$ cat src/rtl/xorshift128_ranged_generator_assert.svh
// Assertion macros for the xorshift128 ranged generator.
// Each macro checks one implication on i_clk, with i_rst_n low masking the check.
`ifndef XORSHIFT128_RANGED_GENERATOR_ASSERT_SVH
`define XORSHIFT128_RANGED_GENERATOR_ASSERT_SVH

// same-cycle implication
`define XS_ASSERT_NOW(label, ante, cons, msg) \
    label: assert property (@(posedge i_clk) disable iff (!i_rst_n) (ante) |-> (cons)) \
        else $error(msg);

// next-cycle implication
`define XS_ASSERT_NEXT(label, ante, cons, msg) \
    label: assert property (@(posedge i_clk) disable iff (!i_rst_n) (ante) |=> (cons)) \
        else $error(msg);

`endif

$ cat src/rtl/xs128_pkg.sv
// Shared types, constants and the xorshift128 step function.
// Used by xs128_divider and xorshift128_ranged_generator; no dependencies.
`timescale 1ns / 1ps
package xs128_pkg;

    localparam int unsigned WORD_W = 32;
    localparam int unsigned CNT_W  = $clog2(WORD_W);
    localparam int unsigned CFG_W  = 3;

    localparam int unsigned SHIFT_A = 11;
    localparam int unsigned SHIFT_B = 8;
    localparam int unsigned SHIFT_C = 19;

    localparam logic [WORD_W-1:0] SEED0_RST = 32'd123456789;
    localparam logic [WORD_W-1:0] SEED1_RST = 32'd362436069;
    localparam logic [WORD_W-1:0] SEED2_RST = 32'd521288629;
    localparam logic [WORD_W-1:0] SEED3_RST = 32'd88675123;

    localparam logic [CFG_W-1:0] CFG_SEED0 = 3'd0;
    localparam logic [CFG_W-1:0] CFG_SEED1 = 3'd1;
    localparam logic [CFG_W-1:0] CFG_SEED2 = 3'd2;
    localparam logic [CFG_W-1:0] CFG_SEED3 = 3'd3;

    typedef enum logic [1:0] {
        KIND_RAW    = 2'd0,
        KIND_RANGE  = 2'd1,
        KIND_RESEED = 2'd2
    } t_kind;

    typedef enum logic [1:0] {
        ST_IDLE,
        ST_STEP,
        ST_DIV,
        ST_DONE
    } t_state;

    typedef struct packed {
        logic busy;
        logic done;
    } t_div_status;

    function automatic logic [WORD_W-1:0] xs_next(input logic [WORD_W-1:0] oldest,
                                                  input logic [WORD_W-1:0] newest);
        logic [WORD_W-1:0] t;
        t = oldest ^ (oldest << SHIFT_A);
        t = t ^ (t >> SHIFT_B);
        return t ^ newest ^ (newest >> SHIFT_C);
    endfunction

endpackage

$ cat src/rtl/xs128_divider.sv
// Bit-serial restoring remainder unit: one quotient bit per cycle.
// Depends on xs128_pkg for widths and the status struct.
`timescale 1ns / 1ps
module xs128_divider import xs128_pkg::*; (
    input  logic              i_clk,
    input  logic              i_rst_n,
    input  logic              i_start,
    input  logic [WORD_W-1:0] i_dividend,
    input  logic [WORD_W-1:0] i_divisor,
    output t_div_status       o_status,
    output logic [WORD_W-1:0] o_rem
);

    logic              r_busy;
    logic              r_done;
    logic [CNT_W-1:0]  r_cnt;
    logic [WORD_W-1:0] r_rem;
    logic [WORD_W-1:0] r_quo;
    logic [WORD_W-1:0] r_div;

    logic [WORD_W:0]   w_trial;
    logic [WORD_W:0]   w_diff;
    logic [WORD_W-1:0] n_rem;

    always_comb begin
        w_trial = {r_rem, r_quo[WORD_W-1]};
        w_diff  = w_trial - {1'b0, r_div};
        n_rem   = w_diff[WORD_W] ? w_trial[WORD_W-1:0] : w_diff[WORD_W-1:0];
    end

    always_ff @(posedge i_clk) begin
        if (!i_rst_n) begin
            r_busy <= 1'b0;
            r_done <= 1'b0;
            r_cnt  <= '0;
        end else begin
            r_done <= 1'b0;
            if (i_start) begin
                r_busy <= 1'b1;
                r_cnt  <= '0;
            end else if (r_busy) begin
                r_cnt <= r_cnt + 1'b1;
                if (r_cnt == CNT_W'(WORD_W - 1)) begin
                    r_busy <= 1'b0;
                    r_done <= 1'b1;
                end
            end
        end
    end

    always_ff @(posedge i_clk) begin
        if (i_start) begin
            r_rem <= '0;
            r_quo <= i_dividend;
            r_div <= i_divisor;
        end else if (r_busy) begin
            r_rem <= n_rem;
            r_quo <= {r_quo[WORD_W-2:0], 1'b0};
        end
    end

    assign o_status.busy = r_busy;
    assign o_status.done = r_done;
    assign o_rem         = r_rem;

endmodule

$ cat src/rtl/xorshift128_ranged_generator.sv
// A raw draw goes idle, step, done; a ranged draw adds the divide state (skipped if the span
// wraps), where the bit-serial remainder unit takes one bit per cycle over 32 bits. Requests
// are taken only in idle, so a new draw waits until the last leaves done; a reseed stays idle.
// Reset (synchronous, active low) loads seed registers and state with the seed defaults.
// Top level: xorshift128 state, request sequencer, output register.
// Depends on xs128_pkg, xs128_divider and the assertion macro header.
`timescale 1ns / 1ps
`include "xorshift128_ranged_generator_assert.svh"
module xorshift128_ranged_generator import xs128_pkg::*; (
    input  logic              i_clk,
    input  logic              i_rst_n,
    input  logic              i_valid,
    output logic              o_ready,
    input  logic [1:0]        i_kind,
    input  logic [WORD_W-1:0] i_range_low,
    input  logic [WORD_W-1:0] i_range_high,
    output logic              o_valid,
    input  logic              i_ready,
    output logic [WORD_W-1:0] o_value,
    input  logic              i_cfg_valid,
    output logic              o_cfg_ready,
    input  logic [CFG_W-1:0]  i_cfg_index,
    input  logic [WORD_W-1:0] i_cfg_data
);

    t_state                  r_state;
    t_state                  n_state;
    logic [3:0][WORD_W-1:0]  r_seed;
    logic [3:0][WORD_W-1:0]  r_gen;
    logic [1:0]              r_kind;
    logic [WORD_W-1:0]       r_low;
    logic [WORD_W-1:0]       r_span;
    logic [WORD_W-1:0]       r_res;
    logic                    r_out_valid;
    logic [WORD_W-1:0]       r_out_value;

    logic                    w_in_xfer;
    logic                    w_draw_xfer;
    logic                    w_step;
    logic                    w_div_start;
    logic                    w_out_load;
    logic [WORD_W-1:0]       w_word;
    t_div_status             w_div_status;
    logic [WORD_W-1:0]       w_div_rem;

    assign w_in_xfer   = i_valid && o_ready;
    assign w_draw_xfer = w_in_xfer && (i_kind == KIND_RAW || i_kind == KIND_RANGE);
    assign w_word      = xs_next(r_gen[3], r_gen[0]);

    xs128_divider u_div (
        .i_clk      (i_clk),
        .i_rst_n    (i_rst_n),
        .i_start    (w_div_start),
        .i_dividend (w_word),
        .i_divisor  (r_span),
        .o_status   (w_div_status),
        .o_rem      (w_div_rem)
    );

    // next state
    always_comb begin
        n_state = r_state;
        case (r_state)
            ST_IDLE: begin
                if (w_draw_xfer) begin
                    n_state = ST_STEP;
                end
            end
            ST_STEP: begin
                if (r_kind == KIND_RANGE && r_span != '0) begin
                    n_state = ST_DIV;
                end else begin
                    n_state = ST_DONE;
                end
            end
            ST_DIV: begin
                if (w_div_status.done) begin
                    n_state = ST_DONE;
                end
            end
            ST_DONE: begin
                if (!r_out_valid || i_ready) begin
                    n_state = ST_IDLE;
                end
            end
            default: n_state = ST_IDLE;
        endcase
    end

    // outputs of the sequencer
    always_comb begin
        o_ready     = 1'b0;
        w_step      = 1'b0;
        w_div_start = 1'b0;
        w_out_load  = 1'b0;
        case (r_state)
            ST_IDLE: o_ready = 1'b1;
            ST_STEP: begin
                w_step      = 1'b1;
                w_div_start = (r_kind == KIND_RANGE) && (r_span != '0);
            end
            ST_DIV:  w_out_load = 1'b0;
            ST_DONE: w_out_load = !r_out_valid || i_ready;
            default: o_ready = 1'b0;
        endcase
    end

    assign o_cfg_ready = 1'b1;

    always_ff @(posedge i_clk) begin
        if (!i_rst_n) begin
            r_state     <= ST_IDLE;
            r_out_valid <= 1'b0;
            r_seed      <= {SEED3_RST, SEED2_RST, SEED1_RST, SEED0_RST};
            r_gen       <= {SEED3_RST, SEED2_RST, SEED1_RST, SEED0_RST};
        end else begin
            r_state <= n_state;
            if (w_out_load) begin
                r_out_valid <= 1'b1;
            end else if (i_ready) begin
                r_out_valid <= 1'b0;
            end
            if (i_cfg_valid) begin
                case (i_cfg_index)
                    CFG_SEED0: r_seed[0] <= i_cfg_data;
                    CFG_SEED1: r_seed[1] <= i_cfg_data;
                    CFG_SEED2: r_seed[2] <= i_cfg_data;
                    CFG_SEED3: r_seed[3] <= i_cfg_data;
                    default:   r_seed    <= r_seed;
                endcase
            end
            // reseed on transfer, advance in the step state
            if (w_in_xfer && i_kind == KIND_RESEED) begin
                r_gen <= r_seed;
            end else if (w_step) begin
                r_gen <= {r_gen[2], r_gen[1], r_gen[0], w_word};
            end
        end
    end

    always_ff @(posedge i_clk) begin
        if (w_in_xfer) begin
            r_kind <= i_kind;
            r_low  <= i_range_low;
            r_span <= i_range_high - i_range_low + 1'b1;
        end
        if (w_step) begin
            r_res <= w_word;
        end else if (w_div_status.done) begin
            r_res <= w_div_rem + r_low;
        end
        if (w_out_load) begin
            r_out_value <= r_res;
        end
    end

    assign o_valid = r_out_valid;
    assign o_value = r_out_value;

    `XS_ASSERT_NEXT(a_draw_steps, w_draw_xfer, r_state == ST_STEP, "draw did not step")
    `XS_ASSERT_NOW(a_div_active, r_state == ST_DIV, |w_div_status, "divider idle")
    `XS_ASSERT_NEXT(a_gen_hold, r_state == ST_DIV, $stable(r_gen), "state moved in divide")
    `XS_ASSERT_NOW(a_out_src, $rose(r_out_valid), $past(r_state == ST_DONE), "stray result")

endmodule
$ cat config.mk
export PLATFORM = sky130hd
export DESIGN_NAME = xorshift128_ranged_generator
export DESIGN_NICKNAME = d
export VERILOG_FILES = /design/src/rtl/xs128_pkg.sv /design/src/rtl/xs128_divider.sv /design/src/rtl/xorshift128_ranged_generator.sv
export VERILOG_INCLUDE_DIRS = /design/src /design/src/rtl
export SDC_FILE = /design/constraint.sdc
export NUM_CORES = 1
export LEC_CHECK = 0
export ABC_AREA = 1
export BUFFER_PORTS_ARGS = -buffer_cell sky130_fd_sc_hd__buf_2
export CAP_MARGIN = 20
export CELL_PAD_IN_SITES_DETAIL_PLACEMENT = 1
export CELL_PAD_IN_SITES_GLOBAL_PLACEMENT = 2
export CORE_MARGIN = 2
export CORE_UTILIZATION = 39
export CTS_CLUSTER_DIAMETER = 100
export DETAILED_ROUTE_END_ITERATION = 8
export GPL_ROUTABILITY_DRIVEN = 0
export PLACE_DENSITY = 0.84
export SYNTH_ARGS = -nofsm -noshare
export SYNTH_HDL_FRONTEND = slang
export SYNTH_HIERARCHICAL = 1
export SYNTH_SLANG_ARGS = --single-unit
$ cat constraint.sdc
create_clock -name i_clk -period 9.7 [get_ports i_clk]
set_clock_uncertainty 0.05 [all_clocks]
set_input_delay 0.485 -clock i_clk [delete_from_list [all_inputs] [get_ports i_clk]]
set_output_delay 0.485 -clock i_clk [all_outputs]
set_load 0.05 [all_outputs]
==> results.py, run 1 <==
metrics = {
    "synth": {
        "netlist_area_um2": 26900,
        "syn_nets": 3881,
        "synth_cells": 3642,
        "ys_warn_count": 6,
        "syn_avg_cell_area_um2": 7.39,
    },
    "sta": {
        "drv_slew": 0,
        "worst_slack_ns": 6.07,
        "tightest_slew_ns": 1.07,
        "final-hold-violation-count": 0,
        "rsz0062_at_grt": "no",
        "maxSlewHeadroom": 0.286,
        "final-setup-viol-count": 0,
        "max_freq_ghz": 0.276,
        "period_share": 0.374,
        "min_period_ns": 3.63,
        "totalNegativeSetupSlack_ns": 0,
    },
    "placement": {
        "placed_area_um2": 28400,
        "port-buffer-count": 139,
        "pre_cts_ws_ns": 6.06,
        "dp_hpwl_mm": 72.9,
    },
    "clock_network": {
        "cts_root_buffer": "clkbuf_16",
        "htree_levels": 2,
        "cts.clk_slew.worst_paths_ns": 0.06,
        "cts.sinks": 492,
        "numCtsBuffers": 55,
        "clockBufferDepth": 3,
        "cts_tree": "built",
        "clk_latency_ns": 0.63,
    },
    "route": {
        "drt_iter0_drc": 1650,
        "vias": 24400,
        "drt_first_pass_iters": 5,
        "antenna_left": 0,
        "vias_per_cell": 5.24,
        "drcViolationCount": 0,
        "routedWlPerCell_um": 20.7,
        "wl_mm": 96.5,
    },
    "layout": {
        "fin_area_um2": 30300,
        "layout.nets": 3972,
        "area_growth_pct": 12.4,
        "drive_gt1_frac": 0.0818,
        "fillCellCount": 8560,
    },
    "global_route": {
        "antenna_found_initial": 8,
        "grt_pass1_wl_mm": 147,
        "first_global_vias": 24900,
        "grt_use_total": 0.270,
        "grt_max_degree": 123,
        "grt_overflow": 0,
    },
    "flow_run": {
        "maxCapViolCount": 0,
    },
    "setup_path": {
        "slowest_delay_ns": 0.68,
        "critPathLaunchType": "flip-flop",
        "crit_required_ns": 10.02,
        "crit_fanout": 67,
        "path_cells": "inv_1, ha_4, inv_2, buf_4, nor2_4, buf_4, inv_1, nand2_1, nand2_1",
        "crit_type": "reg2reg",
        "cp-end-kind": "flip-flop",
        "cp_slowest_cell": "inv_1",
        "arrival_ns": 3.95,
    },
    "power": {
        "power_leakage_nw": 14.4,
        "ir_drop_mv": 0.164,
        "powerDensity_nw_per_um2": 230,
    },
    "hold_path": {
        "hp-class": "in2reg",
    },
    "floorplan": {
        "io_pins": 141,
        "fp.dieH_um": 267,
        "die-area_um2": 71200,
        "fp-row-count": 96,
        "initial_utilization": 0.393,
        "core_um2": 68500,
        "die_w_um": 267,
    },
    "status": {
        "status": "completed",
    },
}
-- cell type report --
type | instances | area, um2 | share of cell area
Multi-Input combinational cell | 2512 | 12700 | 0.420
Timing Repair Buffer | 166 | 935 | 0.0309
Tap cell | 882 | 1100 | 0.0365
Clock buffer | 76 | 1560 | 0.0515
Inverter | 506 | 1900 | 0.0629
Sequential cell | 492 | 11800 | 0.390
Clock inverter | 25 | 263 | 0.00868
Antenna cell | 2 | 5.00 | 0.000165
-- cells in the final DEF, fill, tap and decap left out, types with 4 or more instances in the layout --
| cell | instances |
|---|---|
| inv_1 | 496 |
| a31oi_1 | 45 |
| buf_4 | 22 |
| nand4_1 | 25 |
| nand2_1 | 1183 |
| dfxtp_1 | 298 |
| clkbuf_1 | 11 |
| xnor2_1 | 50 |
| clkbuf_8 | 8 |
| o221ai_1 | 7 |
| buf_2 | 138 |
| o22ai_1 | 5 |
| clkinv_2 | 6 |
| dlygate4sd3_1 | 4 |
| a21oi_1 | 122 |
| o2111ai_1 | 7 |
| o21bai_1 | 5 |
| nor2_2 | 8 |
| nand2_2 | 20 |
| nor3_1 | 23 |
| o21ai_1 | 33 |
| a21o_1 | 5 |
| o211ai_1 | 13 |
| nor2_1 | 275 |
| nand3_1 | 272 |
| edfxtp_1 | 194 |
| clkinv_1 | 6 |
| clkbuf_16 | 56 |
| inv_2 | 9 |
| a221oi_2 | 10 |
| and2_1 | 11 |
| nand3b_1 | 7 |
| xor2_1 | 65 |
| o21ai_0 | 156 |
| nor3_2 | 4 |
| ha_1 | 129 |
-- metrics by stage --
| stage | util | std cells | total power [mW] | hold slack (ns) |
|---|---|---|---|---|
| 2_1_floorplan | - | 3642 | 4.07 | 0.350 |
| 3_3_place_gp | 0.414 | 4553 | 4.80 | 0.353 |
| 3_5_place_dp | 0.415 | 4554 | 4.88 | 0.356 |
| 4_1_cts | 0.442 | 4659 | 7.00 | 0.00146 |
| 5_1_grt | 0.442 | 4659 | 7.32 | 0.00503 |
| 6_report | 0.442 | 4661 | 6.96 | 0.0303 |
-- registers in the layout, indices dropped and copies added, names as in the netlist --
name / count
r_gen: 128
r_seed: 128
o_value: 32
r_low: 32
r_res: 32
r_span: 32
u_div/o_rem: 32
u_div/r_div: 32
u_div/r_quo: 32
u_div/r_cnt: 5
r_kind: 2
r_state: 2
o_valid: 1
u_div/r_busy: 1
u_div/r_done: 1
-- worst paths after layout --
kind                            from                        to  slack (ns)  cells past startpoint
max reg2reg  r_state[1]$_SDFFE_PN0P_  u_div/r_quo[9]$_DFFE_PP_        6.07                      9
min reg2reg       r_res[6]$_DFFE_PP_      o_value[6]$_DFFE_PP_        0.37                      0
max          r_state[1]$_SDFFE_PN0P_  u_div/r_quo[9]$_DFFE_PP_        6.07                      9
min                   i_range_low[8]        r_low[8]$_DFFE_PP_        0.03                      1
-- routing by layer --
metal	global-route usage	share of wire
met1	0.399	0.49
met2	0.410	0.43
met3	0.0467	0.063
met4	0.0594	0.019
met5	0	0.00059
-- where the power goes --
part | total (mW) | internal (mW) | switching [mW]
sequential | 2.81 | 2.57 | 0.245
clock | 2.10 | 1.21 | 0.890
combinational | 2.05 | 0.584 | 1.47
-- what timing repair did --
item	4_1_cts	5_1_grt
hold buffers	4	0
buffers inserted	0	0
endpoints found under the hold margin	4	0
gates resized for setup	0	0
-- critical path: cells and delay by family, from the launching register on --
| family | cells | cell delay (ns) |
|---|---|---|
| buffers and inverters | 5 | 1.90 |
| DFF | 1 | 0.34 |
| adders and majority gates | 1 | 0.55 |
| and+or+nand+nor | 3 | 0.50 |
(Power assumes the default switching activity.)
==> inputs of run 2 (changes only) <==
- CORE_UTILIZATION: 39 -> 33
- PLACE_DENSITY: 0.84 -> 0.75
- clock period: 9.7 -> 3.2 ns (I/O delays scaled with it)
==> results.py, run 2 (synthesis results as in run 1) <==
metrics = {
    "setup_path": {
        "critPathLaunchType": "flip-flop",
        "crit_required_ns": 3.66,
        "cp-end-kind": "flip-flop",
        "crit_type": "reg2reg",
        "crit_fanout": 27,
        "arrival_ns": 3.19,
    },
    "sta": {
        "totalNegativeSetupSlack_ns": 0,
        "period_share": 0.852,
        "rsz0062_at_grt": "no",
        "drv_slew": 0,
        "hold_ws_ns": 0.0359,
        "max_freq_ghz": 0.367,
        "maxSlewHeadroom": 0.337,
        "final-hold-violation-count": 0,
        "min_period_ns": 2.73,
        "tightest_slew_ns": 0.993,
        "final-setup-viol-count": 0,
    },
    "layout": {
        "layout.nets": 4046,
        "fillCellCount": 10000,
        "multiInputGateArea_um2": 12700,
        "largestRegisters": "r_gen (128), r_seed (128)",
        "final_cell_mix": "nand2_1, inv_1, dfxtp_1, nor2_1, nand3_1",
        "final_common_cell": "nand2_1",
        "n_antenna_cell": 0,
        "drive_gt1_frac": 0.0851,
        "seqCellArea_um2": 11800,
        "area_growth_pct": 16.5,
    },
    "floorplan": {
        "die-area_um2": 83900,
        "core_um2": 80700,
        "initial_utilization": 0.334,
        "die_w_um": 290,
        "fp-row-count": 104,
        "fp.dieH_um": 290,
        "io_pins": 141,
    },
    "hold_path": {
        "hp-class": "in2reg",
    },
    "power": {
        "power_leakage_nw": 14.8,
        "powerDensity_nw_per_um2": 686,
        "ir_drop_mv": 0.457,
    },
    "route": {
        "drt_first_pass_iters": 5,
        "vias": 24000,
        "drt_iter0_drc": 1603,
        "drcViolationCount": 0,
        "vias_per_cell": 4.89,
        "wl_mm": 97.1,
        "antenna_left": 0,
        "routedWlPerCell_um": 19.8,
    },
    "placement": {
        "port-buffer-count": 139,
        "dp_hpwl_mm": 72.0,
    },
    "global_route": {
        "grt_pass1_wl_mm": 146,
        "grt_overflow": 0,
        "first_global_vias": 23700,
        "grt_max_degree": 164,
        "grt_use_total": 0.229,
        "antenna_found_initial": 6,
    },
    "clock_network": {
        "cts.clk_slew.worst_paths_ns": 0.06,
        "numCtsBuffers": 56,
        "cts_setup_buffers": 0,
        "cts_root_buffer": "clkbuf_16",
        "cts.sinks": 492,
        "clockBufferDepth": 3,
        "htree_levels": 2,
        "cts_tree": "built",
        "clk_latency_ns": 0.64,
    },
    "flow_run": {
        "maxCapViolCount": 0,
    },
    "status": {
        "status": "completed",
    },
}
## run 2: timing repair
item | in CTS | in global routing
hold buffers | 69 | 0
resized for setup | 0 | 0
endpoints found under the hold margin | 175 | 0
## run 2: per-layer routing
layer | share of wire | global-route usage
met2 | 0.42 | 0.342
met4 | 0.016 | 0.0433
met3 | 0.040 | 0.0307
met5 | 0.00049 | 0
met1 | 0.52 | 0.352
## run 2: stage by stage
stage	worst slack [ns]	total power, mW	utilization	instance area, um2	std cells
finish	0.472	21.5	0.389	31400	4915
global route	0.208	22.7	0.389	31400	4915
CTS	0.439	21.7	0.389	31400	4915
detailed placement	0.458	14.9	0.357	28800	4740
global placement	0.508	14.8	0.357	28800	4740
floorplan	0.125	12.3	-	26900	3642
## run 2: worst paths after layout
path,start,endpoint,slack (ns),cells after the start
hold reg to reg,r_res[4]$_DFFE_PP_,o_value[4]$_DFFE_PP_,0.36,0
setup / recovery,u_div/r_quo[31]$_DFFE_PP_,u_div/o_rem[2]$_SDFFE_PP0P_,0.47,17
hold / removal,i_range_high[31],r_span[31]$_DFFE_PP_,0.04,5
setup reg to reg,u_div/r_quo[31]$_DFFE_PP_,u_div/o_rem[2]$_SDFFE_PP0P_,0.47,17
## run 2: critical path, stage by stage (launching register included)
cell,delay (ns)
edfxtp_1,0.32
inv_1,0.05
ha_1,0.22
fa_1,0.41
inv_1,0.09
nand2_1,0.05
nand2_1,0.12
nand3_1,0.10
nand2_2,0.13
nand2_1,0.08
nand2_2,0.11
nand2_2,0.09
nand2_2,0.08
nand2_2,0.10
nand2_4,0.33
nand2_1,0.10
nand3_1,0.10
nand2_1,0.05
## run 2: final cells by class
class / count / area share
Clock buffer: 80 / 0.0512
Clock inverter: 26 / 0.00945
Tap cell: 1060 / 0.0423
Multi-Input combinational cell: 2512 / 0.405
Timing Repair Buffer: 239 / 0.0554
Inverter: 506 / 0.0607
Sequential cell: 492 / 0.376
## run 2: report_power, final
| part | switching [mW] | total [mW] | internal [mW] |
|---|---|---|---|
| clock | 2.79 | 6.63 | 3.84 |
| sequential | 0.717 | 8.50 | 7.78 |
| combinational | 4.50 | 6.38 | 1.88 |
| total | 8.00 | 21.5 | 13.5 |
==> inputs of run 3 (changes only) <==
- CELL_PAD_IN_SITES_DETAIL_PLACEMENT: 1 -> default
- CELL_PAD_IN_SITES_GLOBAL_PLACEMENT: 2 -> default
- CORE_UTILIZATION: 33 -> 56
==> results.py, run 3 (synthesis results as in run 1) <==
metrics = {
    "clock_network": {
        "cts_root_buffer": "clkbuf_16",
        "clk_latency_ns": 0.62,
        "ctsResizeCount": 0,
        "cts.clk_slew.worst_paths_ns": 0.06,
        "cts.sinks": 492,
        "clockBufferDepth": 3,
        "cts_tree": "built",
        "numCtsBuffers": 51,
        "cts-hold-fix-buffers": 70,
        "cts_setup_buffers": 0,
        "htree_levels": 2,
    },
    "power": {
        "power_leakage_nw": 14.7,
        "ir_drop_mv": 0.440,
        "power_frac_comb": 0.298,
        "powerDensity_nw_per_um2": 671,
        "internal-power_mw": 13.0,
        "p_total_mw": 20.5,
        "swShare": 0.368,
        "seqPwrFrac": 0.412,
        "clock_power_share": 0.290,
        "power.switching_mw": 7.56,
    },
    "global_route": {
        "grt_overflow": 0,
        "grt_use_total": 0.325,
        "grt_pass1_wl_mm": 127,
        "first_global_vias": 23000,
        "grt_max_degree": 117,
        "antenna_found_initial": 5,
    },
    "placement": {
        "port-buffer-count": 139,
        "dp_hpwl_mm": 57.6,
    },
    "route": {
        "drt_iter0_drc": 2602,
        "drcViolationCount": 0,
        "wl_met3_mm": 8.08,
        "antenna_left": 0,
        "met2_wirelength_mm": 36.1,
        "wirelength_met1_mm": 33.8,
        "routedWlPerCell_um": 18.3,
        "drt_first_pass_iters": 6,
        "vias": 24800,
        "topRoutingLayerUsed": "met5",
        "vias_per_cell": 5.55,
        "wl_mm": 81.7,
    },
    "layout": {
        "fillCellCount": 4116,
        "area_growth_pct": 13.7,
        "final_common_cell": "nand2_1",
        "multiInputGateArea_um2": 12700,
        "drive_gt1_frac": 0.0831,
        "seqCellArea_um2": 11800,
        "layout.nets": 4045,
        "final_cell_mix": "nand2_1, inv_1, dfxtp_1, nor2_1, nand3_1",
        "largestRegisters": "r_gen (128), r_seed (128)",
    },
    "setup_path": {
        "crit_fanout": 27,
        "cp_slowest_cell": "fa_1",
        "path_cells": "inv_1, ha_1, fa_1, inv_1, nand2_1, nand2_1, nand3_1, nand2_2, nand2_1, nand2_2, nand2_2, nand2_2, nand2_2, nand2_4, nand2_1, nand3_1, nand2_1",
        "crit_type": "reg2reg",
        "critPathLaunchType": "flip-flop",
        "arrival_ns": 3.11,
        "crit_required_ns": 3.65,
        "cp-end-kind": "flip-flop",
        "worst-r2r-setup-slack_ns": 0.54,
        "slowest_delay_ns": 0.40,
        "worstReg2RegEnd": "u_div/o_rem[4]$_SDFFE_PP0P_",
        "timing.critical_path.from": "u_div/r_quo[31]$_DFFE_PP_",
        "r2r-start": "u_div/r_quo[31]$_DFFE_PP_",
        "r2r_cells": 17,
    },
    "sta": {
        "min_period_ns": 2.66,
        "rsz0062_at_grt": "no",
        "max_freq_ghz": 0.376,
        "period_share": 0.831,
        "drv_slew": 0,
        "totalNegativeSetupSlack_ns": 0,
        "hold_ws_ns": 0.0530,
        "final-setup-viol-count": 0,
        "maxSlewHeadroom": 0.461,
        "tightest_slew_ns": 0.808,
        "final-hold-violation-count": 0,
    },
    "hold_path": {
        "worstHoldStart": "i_range_high[2]",
        "holdPathEnd": "r_span[2]$_DFFE_PP_",
        "hp-class": "in2reg",
        "holdPathStages": 3,
    },
    "status": {
        "status": "completed",
    },
    "floorplan": {
        "die_w_um": 223,
        "die-area_um2": 49900,
        "initial_utilization": 0.565,
        "core_um2": 47600,
        "fp-row-count": 80,
        "fp.dieH_um": 223,
        "io_pins": 141,
    },
    "flow_run": {
        "maxCapViolCount": 0,
    },
}
==> run 3: cell count changes in the layout (fill, tap and decap cells not counted), sizes merged <==
cell	delta
buf	+3
bufinv	-3
clkbuf	-7
clkinv	-1
clkinvlp	+2
diode	+2
dlygate4sd3	+1
inv	-1
==> run 3: layout make-up <==
cell class              count  share of cell area
flip-flops and latches    492               0.385
multi-input cells        2512               0.415
well taps                 615              0.0251
clock buffers              73              0.0484
diodes                      2            0.000164
repair buffers            243              0.0573
inverters                 506              0.0623
clock inverters            23             0.00654
==> run 3: worst max-delay path by stage <==
stage	slack, ns	endpoint
final	0.54	u_div/o_rem[4]$_SDFFE_PP0P_
after global routing	0.37	u_div/o_rem[20]$_SDFFE_PP0P_
after CTS	0.60	u_div/o_rem[17]$_SDFFE_PP0P_
after global placement	0.65	u_div/o_rem[4]$_SDFFE_PP0P_
after detailed placement	0.61	u_div/o_rem[17]$_SDFFE_PP0P_
after floorplan	0.12	u_div/r_quo[0]$_SDFFCE_PN0P_
==> run 3: metrics by stage <==
step	setup WS [ns]	instance area [um2]	util	std cells
3_3_place_gp	0.651	28200	0.592	4298
2_1_floorplan	0.125	26900	-	3642
4_1_cts	0.595	30600	0.642	4464
5_1_grt	0.366	30600	0.642	4466
3_5_place_dp	0.612	28200	0.592	4298
6_report	0.541	30600	0.642	4466
==> run 3: power by group through the flow <==
stage                     registers, mW  clock network (mW)  logic, mW
after floorplan                    8.40                   0       3.94
after global placement             8.54                   0       5.80
after detailed placement           8.56                   0       5.86
after CTS                          8.44                6.01       5.97
after global routing               8.53                6.26       6.67
final                              8.46                5.96       6.12
==> run 3: metal layers <==
metal | track usage | up-vias
met3 | 0.0710 | 201
met2 | 0.503 | 1203
met1 | 0.437 | 11400
met5 | 0 | -
li1 | - | 12000
met4 | 0.147 | 2
==> run 3: critical path: cells and delay by family (launching register included) <==
kind | cells | cell delay, ns
AND/OR/NAND/NOR | 13 | 1.37
adder cells (fa/ha/maj) | 2 | 0.62
flip-flops | 1 | 0.33
buffers and inverters | 2 | 0.15
